[src/rtl/rtn_pkg.sv]
`default_nettype none
// ----------------------------------------------------------------------------
// rtn_pkg
// Types, constants and helpers shared by the RTC time normalizer.
// ----------------------------------------------------------------------------
package rtn_pkg;

   typedef struct packed {
      logic bcd_mode;
      logic twelve_hour_mode;
      logic clock_ready;
   } rtn_cfg_type;

   typedef logic [1:0] rtn_reg_type;

   localparam rtn_reg_type REG_BCD_MODE    = 2'd0;
   localparam rtn_reg_type REG_TWELVE_HOUR = 2'd1;
   localparam rtn_reg_type REG_CLOCK_READY = 2'd2;

   localparam int unsigned PM_BIT      = 7;
   localparam logic [7:0]  WINDOW_LOW  = 8'd70;
   localparam logic [7:0]  WINDOW_HIGH = 8'd99;
   localparam logic [7:0]  NOON        = 8'd12;
   localparam logic [11:0] CENTURY_19  = 12'd1900;
   localparam logic [11:0] CENTURY_20  = 12'd2000;
   localparam logic [11:0] CENTURY_21  = 12'd2100;
   localparam logic [11:0] CENTURY_22  = 12'd2200;

   localparam logic [7:0]  EPOCH_DAY     = 8'd1;
   localparam logic [7:0]  EPOCH_MONTH   = 8'd1;
   localparam logic [11:0] EPOCH_YEAR    = 12'd1970;

   // floor(x/10) = (x*RECIP10)>>16 for x < 16384
   localparam logic [12:0] RECIP10 = 13'd6554;
   // floor(x/7) = (x*RECIP7)>>16 for x < 1872
   localparam logic [13:0] RECIP7  = 14'd9363;

   function automatic logic [7:0] decode_byte(input logic [7:0] v, input logic bcd);
      logic [7:0] tens;
      tens = {1'b0, v[7:4], 3'b000} + {3'b000, v[7:4], 1'b0};
      decode_byte = bcd ? (tens + {4'b0000, v[3:0]}) : v;
   endfunction

endpackage
`default_nettype wire

[src/rtl/rtc_time_normalizer.sv]
`default_nettype none
// ----------------------------------------------------------------------------
// rtc_time_normalizer
// Decodes a raw RTC register snapshot into binary time, 24-hour hours,
// a windowed four-digit year and the weekday.
// ----------------------------------------------------------------------------
// Usage:
//   req_* carries one snapshot of the six raw clock bytes; a transaction
//   completes when req_valid is high and req_stall is low.
//   rsp_* carries the decoded time; a transaction completes when rsp_valid
//   is high and rsp_stall is low.
//   csr_* is an APB-style port: 0x0 bcd_mode, 0x4 twelve_hour_mode,
//   0x8 clock_ready (bit 0 each). pready is tied high. Change the
//   configuration only while the pipeline is empty.
//   Requests pass through a four-stage pipeline to the response: decode,
//   Zeller setup (month term multiply), Zeller sum, mod-7 reduction;
//   throughput is one transaction per cycle while rsp_stall is low.
//   When rsp_stall is held, each stage holds its transaction and empty
//   stages still fill; req_stall rises once every stage is occupied.
//   Reset empties the pipeline and clears the configuration registers, so the block
//   returns the epoch 1970-01-01 00:00:00 Thursday until clock_ready is set.
// ----------------------------------------------------------------------------
module rtc_time_normalizer (
   input  wire logic         clock,
   input  wire logic         reset,
   input  wire logic         req_valid,
   output logic              req_stall,
   input  wire logic [7:0]   req_raw_seconds,
   input  wire logic [7:0]   req_raw_minutes,
   input  wire logic [7:0]   req_raw_hours,
   input  wire logic [7:0]   req_raw_day,
   input  wire logic [7:0]   req_raw_month,
   input  wire logic [7:0]   req_raw_year,
   output logic              rsp_valid,
   input  wire logic         rsp_stall,
   output logic [7:0]        rsp_seconds,
   output logic [7:0]        rsp_minutes,
   output logic [7:0]        rsp_hours,
   output logic [2:0]        rsp_weekday,
   output logic [7:0]        rsp_month_day,
   output logic [7:0]        rsp_month,
   output logic [11:0]       rsp_full_year,
   input  wire logic         csr_psel,
   input  wire logic         csr_penable,
   input  wire logic         csr_pwrite,
   input  wire logic [3:0]   csr_paddr,
   input  wire logic [31:0]  csr_pwdata,
   output logic [31:0]       csr_prdata,
   output logic              csr_pready
);
   import rtn_pkg::*;

   rtn_cfg_type cfg;

   rtn_csr u_csr (
      .clock       (clock),
      .reset       (reset),
      .csr_psel    (csr_psel),
      .csr_penable (csr_penable),
      .csr_pwrite  (csr_pwrite),
      .csr_paddr   (csr_paddr),
      .csr_pwdata  (csr_pwdata),
      .csr_prdata  (csr_prdata),
      .cfg         (cfg)
   );

   assign csr_pready = 1'b1;

   // pipeline control
   logic s1_vld_ff, s2_vld_ff, s3_vld_ff, s4_vld_ff;
   logic s1_adv, s2_adv, s3_adv, s4_adv;

   assign s4_adv    = ~s4_vld_ff | ~rsp_stall;
   assign s3_adv    = ~s3_vld_ff | s4_adv;
   assign s2_adv    = ~s2_vld_ff | s3_adv;
   assign s1_adv    = ~s1_vld_ff | s2_adv;
   assign req_stall = ~s1_adv;

   always_ff @(posedge clock) begin
      if (reset) begin
         s1_vld_ff <= 1'b0;
         s2_vld_ff <= 1'b0;
         s3_vld_ff <= 1'b0;
         s4_vld_ff <= 1'b0;
      end else begin
         if (s1_adv) begin
            s1_vld_ff <= req_valid;
         end
         if (s2_adv) begin
            s2_vld_ff <= s1_vld_ff;
         end
         if (s3_adv) begin
            s3_vld_ff <= s2_vld_ff;
         end
         if (s4_adv) begin
            s4_vld_ff <= s3_vld_ff;
         end
      end
   end

   // stage 1: byte decode, hour format, year window
   logic [7:0]  s1_sec_ff, s1_min_ff, s1_hr_ff, s1_day_ff, s1_mon_ff;
   logic [11:0] s1_year_ff;
   logic [7:0]  s1_sec_in, s1_min_in, s1_hr_in, s1_day_in, s1_mon_in;
   logic [11:0] s1_year_in;
   logic [7:0]  hr_raw, hr_dec, yr_dec;
   logic        hr_pm;

   always_comb begin
      hr_pm  = cfg.twelve_hour_mode & req_raw_hours[PM_BIT];
      hr_raw = cfg.twelve_hour_mode ? {1'b0, req_raw_hours[6:0]} : req_raw_hours;
      hr_dec = decode_byte(hr_raw, cfg.bcd_mode);
      if (cfg.twelve_hour_mode && hr_dec == NOON) begin
         hr_dec = 8'd0;
      end
      if (hr_pm) begin
         hr_dec = hr_dec + NOON;
      end
      yr_dec = decode_byte(req_raw_year, cfg.bcd_mode);
      if (cfg.clock_ready) begin
         s1_sec_in  = decode_byte(req_raw_seconds, cfg.bcd_mode);
         s1_min_in  = decode_byte(req_raw_minutes, cfg.bcd_mode);
         s1_hr_in   = hr_dec;
         s1_day_in  = decode_byte(req_raw_day, cfg.bcd_mode);
         s1_mon_in  = decode_byte(req_raw_month, cfg.bcd_mode);
         s1_year_in = ((yr_dec >= WINDOW_LOW) && (yr_dec <= WINDOW_HIGH))
                      ? CENTURY_19 + {4'd0, yr_dec} : CENTURY_20 + {4'd0, yr_dec};
      end else begin
         s1_sec_in  = 8'd0;
         s1_min_in  = 8'd0;
         s1_hr_in   = 8'd0;
         s1_day_in  = EPOCH_DAY;
         s1_mon_in  = EPOCH_MONTH;
         s1_year_in = EPOCH_YEAR;
      end
   end

   always_ff @(posedge clock) begin
      if (s1_adv) begin
         s1_sec_ff  <= s1_sec_in;
         s1_min_ff  <= s1_min_in;
         s1_hr_ff   <= s1_hr_in;
         s1_day_ff  <= s1_day_in;
         s1_mon_ff  <= s1_mon_in;
         s1_year_ff <= s1_year_in;
      end
   end

   // stage 2: Zeller setup - month term, century split
   logic [7:0]  s2_sec_ff, s2_min_ff, s2_hr_ff, s2_day_ff, s2_mon_ff;
   logic [11:0] s2_year_ff;
   logic [9:0]  s2_mterm_ff, s2_mterm_in;
   logic [6:0]  s2_k_ff, s2_k_in;
   logic [4:0]  s2_j_ff, s2_j_in;
   logic [7:0]  m_adj;
   logic [11:0] y_adj, cent;
   logic [12:0] m26;
   logic [25:0] m_prod;

   always_comb begin
      if (s1_mon_ff < 8'd3) begin
         m_adj = s1_mon_ff + 8'd12;
         y_adj = s1_year_ff - 12'd1;
      end else begin
         m_adj = s1_mon_ff;
         y_adj = s1_year_ff;
      end
      m26         = ({5'd0, m_adj} + 13'd1) * 13'd26;
      m_prod      = 26'(m26) * 26'(RECIP10);
      s2_mterm_in = m_prod[25:16];
      if (y_adj >= CENTURY_22) begin
         s2_j_in = 5'd22;
         cent    = CENTURY_22;
      end else if (y_adj >= CENTURY_21) begin
         s2_j_in = 5'd21;
         cent    = CENTURY_21;
      end else if (y_adj >= CENTURY_20) begin
         s2_j_in = 5'd20;
         cent    = CENTURY_20;
      end else begin
         s2_j_in = 5'd19;
         cent    = CENTURY_19;
      end
      s2_k_in = 7'(y_adj - cent);
   end

   always_ff @(posedge clock) begin
      if (s2_adv) begin
         s2_sec_ff   <= s1_sec_ff;
         s2_min_ff   <= s1_min_ff;
         s2_hr_ff    <= s1_hr_ff;
         s2_day_ff   <= s1_day_ff;
         s2_mon_ff   <= s1_mon_ff;
         s2_year_ff  <= s1_year_ff;
         s2_mterm_ff <= s2_mterm_in;
         s2_k_ff     <= s2_k_in;
         s2_j_ff     <= s2_j_in;
      end
   end

   // stage 3: Zeller sum
   logic [7:0]  s3_sec_ff, s3_min_ff, s3_hr_ff, s3_day_ff, s3_mon_ff;
   logic [11:0] s3_year_ff;
   logic [10:0] s3_sum_ff, s3_sum_in;

   always_comb begin
      s3_sum_in = {3'd0, s2_day_ff} + {1'b0, s2_mterm_ff} + {4'd0, s2_k_ff}
                + {6'd0, s2_k_ff[6:2]} + {8'd0, s2_j_ff[4:2]}
                + {4'd0, s2_j_ff, 2'b00} + {6'd0, s2_j_ff};
   end

   always_ff @(posedge clock) begin
      if (s3_adv) begin
         s3_sec_ff  <= s2_sec_ff;
         s3_min_ff  <= s2_min_ff;
         s3_hr_ff   <= s2_hr_ff;
         s3_day_ff  <= s2_day_ff;
         s3_mon_ff  <= s2_mon_ff;
         s3_year_ff <= s2_year_ff;
         s3_sum_ff  <= s3_sum_in;
      end
   end

   // stage 4: mod 7, output register
   logic [7:0]  s4_sec_ff, s4_min_ff, s4_hr_ff, s4_day_ff, s4_mon_ff;
   logic [11:0] s4_year_ff;
   logic [2:0]  s4_wday_ff, s4_wday_in;
   logic [24:0] q_prod;
   logic [8:0]  q7;
   logic [11:0] rem;

   always_comb begin
      q_prod = 25'(s3_sum_ff) * 25'(RECIP7);
      q7     = q_prod[24:16];
      rem    = {1'b0, s3_sum_ff} - ({q7, 3'b000} - {3'd0, q7});
      s4_wday_in = (rem[2:0] == 3'd0) ? 3'd7 : rem[2:0];
   end

   always_ff @(posedge clock) begin
      if (s4_adv) begin
         s4_sec_ff  <= s3_sec_ff;
         s4_min_ff  <= s3_min_ff;
         s4_hr_ff   <= s3_hr_ff;
         s4_day_ff  <= s3_day_ff;
         s4_mon_ff  <= s3_mon_ff;
         s4_year_ff <= s3_year_ff;
         s4_wday_ff <= s4_wday_in;
      end
   end

   assign rsp_valid        = s4_vld_ff;
   assign rsp_seconds      = s4_sec_ff;
   assign rsp_minutes      = s4_min_ff;
   assign rsp_hours        = s4_hr_ff;
   assign rsp_weekday      = s4_wday_ff;
   assign rsp_month_day    = s4_day_ff;
   assign rsp_month        = s4_mon_ff;
   assign rsp_full_year    = s4_year_ff;

endmodule
`default_nettype wire

[src/rtl/rtn_csr.sv]
`default_nettype none
// ----------------------------------------------------------------------------
// rtn_csr
// APB-style configuration registers: bcd_mode, twelve_hour_mode, clock_ready.
// ----------------------------------------------------------------------------
module rtn_csr (
   input  wire logic                clock,
   input  wire logic                reset,
   input  wire logic                csr_psel,
   input  wire logic                csr_penable,
   input  wire logic                csr_pwrite,
   input  wire logic [3:0]          csr_paddr,
   input  wire logic [31:0]         csr_pwdata,
   output logic [31:0]              csr_prdata,
   output rtn_pkg::rtn_cfg_type     cfg
);
   import rtn_pkg::*;

   rtn_cfg_type cfg_ff, cfg_in;
   rtn_reg_type reg_sel;
   logic        wr_en;
   logic        rd_bit;

   assign reg_sel = csr_paddr[3:2];
   assign wr_en   = csr_psel & csr_penable & csr_pwrite;

   always_comb begin
      cfg_in = cfg_ff;
      if (wr_en) begin
         unique case (reg_sel)
            REG_BCD_MODE:    cfg_in.bcd_mode         = csr_pwdata[0];
            REG_TWELVE_HOUR: cfg_in.twelve_hour_mode = csr_pwdata[0];
            REG_CLOCK_READY: cfg_in.clock_ready      = csr_pwdata[0];
            default:         cfg_in = cfg_ff;
         endcase
      end
   end

   always_comb begin
      unique case (reg_sel)
         REG_BCD_MODE:    rd_bit = cfg_ff.bcd_mode;
         REG_TWELVE_HOUR: rd_bit = cfg_ff.twelve_hour_mode;
         REG_CLOCK_READY: rd_bit = cfg_ff.clock_ready;
         default:         rd_bit = 1'b0;
      endcase
   end

   always_ff @(posedge clock) begin
      if (reset) begin
         cfg_ff <= '0;
      end else begin
         cfg_ff <= cfg_in;
      end
   end

   assign csr_prdata = {31'd0, rd_bit};
   assign cfg        = cfg_ff;

endmodule
`default_nettype wire

[config.mk]
export PLATFORM = sky130hd
export DESIGN_NAME = rtc_time_normalizer
export DESIGN_NICKNAME = d
export VERILOG_FILES = /design/src/rtl/rtn_pkg.sv /design/src/rtl/rtc_time_normalizer.sv /design/src/rtl/rtn_csr.sv
export SDC_FILE = /design/constraint.sdc
export NUM_CORES = 1
export LEC_CHECK = 0
export BUFFER_PORTS_ARGS = -buffer_cell sky130_fd_sc_hd__buf_2
export CORE_ASPECT_RATIO = 0.6
export CORE_UTILIZATION = 55
export CTS_CLUSTER_SIZE = 25
export DETAILED_ROUTE_END_ITERATION = 7
export PLACE_DENSITY = 0.78
export SYNTH_ARGS = -nofsm -noshare
export SYNTH_HDL_FRONTEND = slang
export SYNTH_SLANG_ARGS = --single-unit
export TNS_END_PERCENT = 20
[constraint.sdc]
create_clock -name clock -period 7.2 [get_ports clock]
set_clock_uncertainty 0.1 [all_clocks]
set_input_delay 1.44 -clock clock [delete_from_list [all_inputs] [get_ports clock]]
set_output_delay 1.44 -clock clock [all_outputs]
set_load 0.005 [all_outputs]
# Word level (Yosys, flattened, before mapping)
# Index checks and enable logic that the tools add are counted.
# op_classes
add_sub_neg	27
mul	3
n_lt_le_gt_ge	6
eq_ne	3
muxes	18
bitwise_logic	13
n_reduce_logical	8
# op_table
operator	n
$mux 8	10
$add 7x5->8	6
$add 8x4->8	6
$add 11x8->12 const A	2
$ge 12x12->1 const B	2
$mul 12x12->24 const B	1
$mux 12	2
$add 11x5->11	2
$add 11x7->11	2
$mul 11x14->19 const B	1
$add 8x4->8 const B	2
$mux 7	2
$ge 12x11->1 const B	1
$mul 9x4->12 const B	1
$sub 12x1->12 const B	1
$add 11x3->11	1
$add 8x10->11	1
$add 8x1->9 const B	1
$eq 8x4->1 const B	1
$ge 8x7->1 const B	1
$le 8x7->1 const B	1
$lt 8x2->1 const B	1
$sub 7x7->7	1
$mux 6	1
other kinds (15)	28
# totals
reg_bits	251
out_inout_bits	90
word_cells	115

# Longest topological paths before layout
# logic_depth
word_depth	9
depth_mapped	36
depth_no_buf	36

# Modules after synthesis
# From an unflattened synthesis, not the netlist that was laid out.
# hier_totals
hier_cells	1343
area_unflattened_um2	16694.8
# modules_own_cells
mod	n_inst	cells_per_inst	area_per_inst_um2	seq_area_each_um2
rtc_time_normalizer	1	1292	16284.4	7347.0
rtn_csr	1	51	410.4	60.1

# Least setup slack after synthesis
# Ideal clock, no wire load.
# synth_timing
path_kind	register to register
start	register s1_mon_ff[0]
end	register s2_mterm_ff[9], data pin
setup_ns	0.262
arrival_ns	7.544
required_time_ns	6.838
path_slack_ns	-0.706
stages_incl_launch_ff	32
cell_sequence	edfxtp_1 > ha_1 > a21boi_1 > nand2_1 > o31ai_1 > nand2_1 > xor2_1 > inv_1 > ha_1 > inv_1 > fa_1 > inv_1 > ha_1 > a21oi_1 > o21bai_1 > a21oi_1 > o21bai_1 > a21oi_1 > xnor2_1 > ha_1 > fa_1 > inv_1 > fa_1 > inv_1 > fa_1 > ha_1 > or2_2 > a21oi_1 > a31oi_1 > a41oi_1 > o221ai_1 > xnor2_1
# synth_via
elab_chain_cells	5
elab_cells_between_ends	6
# synth_lines
item	line	source
from (decl)	rtc_time_normalizer.sv:102	logic [7:0] s1_sec_ff, s1_min_ff, s1_hr_ff, s1_day_ff, s1_mon_ff;
from (signal assigned)	rtc_time_normalizer.sv:144	s1_mon_ff <= s1_mon_in;
$add 8x4->8 / $lt 8x2->1 (equally long branches)	rtc_time_normalizer.sv:162, rtc_time_normalizer.sv:161	
$mux 8 (*)	rtc_time_normalizer.sv:161	if (s1_mon_ff < 8'd3) begin
$add 8x1->9 (*)	rtc_time_normalizer.sv:168	m26 = ({5'd0, m_adj} + 13'd1) * 13'd26;
$mul 9x4->12 (*)	rtc_time_normalizer.sv:168	
$mul 12x12->24 (*)	rtc_time_normalizer.sv:169	m_prod = 26'(m26) * 26'(RECIP10);
via m_prod[25]	rtc_time_normalizer.sv:158	logic [25:0] m_prod;
to (signal assigned)	rtc_time_normalizer.sv:195	s2_mterm_ff <= s2_mterm_in;
to (decl)	rtc_time_normalizer.sv:152	logic [9:0] s2_mterm_ff, s2_mterm_in;
# Mark *: on every way through the listed nets, which the timed path passes. The rest lies on a longest branch.
# A chain may end at the register's enable or synchronous reset.

# Worst setup path after layout
# layout_timing
start	register s1_mon_ff[6]
end	register s2_mterm_ff[9], data pin
# Same word-level chain as after synthesis.

==> metrics.cfg <==
[grt]
grt_pass1_vias = 10900
grt.total_usage_pct = 22.3
antenna_found_initial = 0
gr-total-overflow = 0
grt_max_degree = 73
grt_pass1_wl_um = 54700

[synth]
seq_area_frac_synth_pct = 44.0
syn_inst = 1355
synth_top_area_cell = edfxtp_1
synth_compound_area_share_pct = 6.77
synthAdderAreaFrac_pct = 29.2
ys_warn_count = 0
syn_area_per_cell_um2 = 12.4
synth_area_leaders = edfxtp_1, ha_1, fa_1, inv_1, xnor2_1
netlist_area_mm2 = 0.0168
synth_ff_type = edfxtp_1
async_flop_share_pct = 0
synth_top_area_share_pct = 43.1
synth_top_family_by_area = adder cells
ys_ff_latch = 249
yosys.area_share.simple_pct = 7.06
synth_mux_area_share_pct = 1.79
synth_xor_area_share_pct = 4.31
synth.distinct_cells = 83
synth_edf_count = 242

[critical_path]
start_kind = flip-flop
crit_cells = 31
endpoint_kind = flip-flop
cp.arrival_ps = 7640
criticalPathCategory = flip-flop to flip-flop
r2r.worst_path.cells = 31
cp_slowest_cell = fa_1
critPathMaxFanout = 6
crit_path_max_incr_delay_ps = 530
critical_path_required_ps = 7350
cp_top_family = adder cells
cp_num_buf_inv = 7

[floorplan]
ios = 181
core_mm2 = 0.0300
start_util_pct = 56.1
rows = 49
die_h_um = 138
dieWidth_um = 228
die-area_mm2 = 0.0314

[timing]
slew_headroom_pct = 29.1
tightest_slew_ps = 1060
min_period_over_period_pct = 104
rsz0062_at_grt = yes
finalMaxSlewViolations = 0
finalSetupTns_ps = -1500
period_minus_slack_ps = 7490
finalWorstSetupSlack_ps = -287
max_freq_mhz = 134
finalHoldViolCount = 0
setup_viol = 8

[final_layout]
finalCoreUtilization_pct = 64.8
fin_cells = 1983
ff_latch_area_mm2 = 0.00741
mostFrequentLayoutCells = edfxtp_1, ha_1, inv_1
antenna_cells = 0
stdcell_area_mm2 = 0.0195
nFillCells = 2211
nNetsFinal = 1992
syn_to_final_growth_pct = 15.5
final_layout_size_suffix_gt1_share_pct = 20.8
multi_input_area_mm2 = 0.00882
layout_commonest_cell = edfxtp_1

[worst_hold_path]
whs_path_depth = 0
hold_path.class = flip-flop to flip-flop

[clocking]
clk_latency_ps = 510
cts_max_level = 1
root_buffer = clkbuf_16
cts_sinks = 249
clk_path_buf_depth = 3
clk_pin_slew_worst_paths_ps = 70
cts_buffers = 21
cts_tree = done

[route]
drc = 0
finalWirelength_um = 33800
drt_pass1_iterations = 5
routed-via-count = 10500
antenna_left = 0
vias_per_cell = 5.30
first_iter_violations = 629
wire_per_inst_um = 17.0

[placed_design]
gp_congestion = 0.902
dp.cells = 1932
port_buffers = 115
placed_area_mm2 = 0.0185
place_hpwl_um = 25600

[power_and_ir_drop]
power_mw = 8.75
leakage_nw = 9.32
ir_drop_v = 0.000553
p_per_area_mw_per_mm2 = 450

[run]
maxCapViolCount = 0

[status]
violations = setup timing
status = finished, violations left

-- cells in the mapped netlist (all sizes together) (11+ instances only) --
cell type	count
ha	248
edfxtp	242
inv	217
fa	91
xnor2	58
a21oi	55
nor2	46
nand2	45
buf	39
nor2b	34
mux2i	29
xor2	24
o21ai	21
a21o	20
nor3	17
nand3	15
and2	12
clkbuf	11
-- layout make-up --
| cell class | instances | area share [%] |
|---|---|---|
| tap | 408 | 2.62 |
| inverter | 217 | 4.18 |
| multi-input combinational | 869 | 45.3 |
| clock inverter | 13 | 0.656 |
| clock buffer | 23 | 2.74 |
| sequential | 249 | 38.1 |
| timing repair buffer | 204 | 6.43 |
-- worst register-to-register path: cells and delay by family (launching register included) --
kind / cells / cell delay (ps)
AND/OR/NAND/NOR: 3 / 640
AO/OA/AOI/OAI: 10 / 1820
flip-flops: 1 / 410
adder cells (fa/ha/maj): 8 / 3200
XOR/XNOR: 3 / 390
buffers and inverters: 7 / 640
-- worst paths after layout --
kind / to / slack, ps / startpoint
setup / recovery: s2_mterm_ff[9] / -290 / s1_mon_ff[6]
hold / removal: rsp_full_year[1] / 310 / s3_year_ff[1]
setup reg to reg: s2_mterm_ff[9] / -290 / s1_mon_ff[6]
hold reg to reg: rsp_full_year[1] / 310 / s3_year_ff[1]
-- kinds of logic after synthesis --
logic type	count (synthesis)
AO/OA/AOI/OAI	167
flip-flops	249
other	2
adder cells (fa/ha/maj)	339
XOR/XNOR	82
multiplexers	30
AND/OR/NAND/NOR	219
buffers and inverters	267
-- power breakdown --
| group | switching [mW] | leakage [nW] | total (mW) | internal [mW] |
|---|---|---|---|---|
| Sequential | 0.0813 | 2.82 | 1.92 | 1.84 |
| Combinational | 3.10 | 6.17 | 5.72 | 2.63 |
| Clock | 0.501 | 0.327 | 1.11 | 0.611 |
-- state kept, by name (all words and copies together) (netlist names), 10 cells and up --
signal and flops:
s1_year_ff 12, rsp_full_year 12, s2_mterm_ff 10, s3_sum_ff 11, s3_year_ff 12, s2_year_ff 12
-- metal layers --
| metal | wire length [um] | up-vias | part of all wire, % | track usage, % |
|---|---|---|---|---|
| met5 | 0 | - | 0 | 0 |
| li1 | - | 5071 | - | - |
| met1 | 16200 | 5146 | 48 | 31.4 |
| met2 | 15700 | 268 | 46 | 37.3 |
| met3 | 1590 | 28 | 4.7 | 3.17 |
| met4 | 348 | 0 | 1.0 | 3.95 |
-- per-stage QoR --
step	setup slack (ps)	hold WS, ps
2_1_floorplan	3.99	300
3_3_place_gp	-252	301
3_5_place_dp	-373	305
4_1_cts	-294	314
5_1_grt	-674	318
6_report	-287	315
-- repair_timing --
item,CTS,global route
gates resized for setup,17,22
hold buffers,0,0
setup endpoints to repair,9,10
pin swaps,20,45
setup buffers,10,5
No activity file was read; power rests on OpenSTA's default activity.
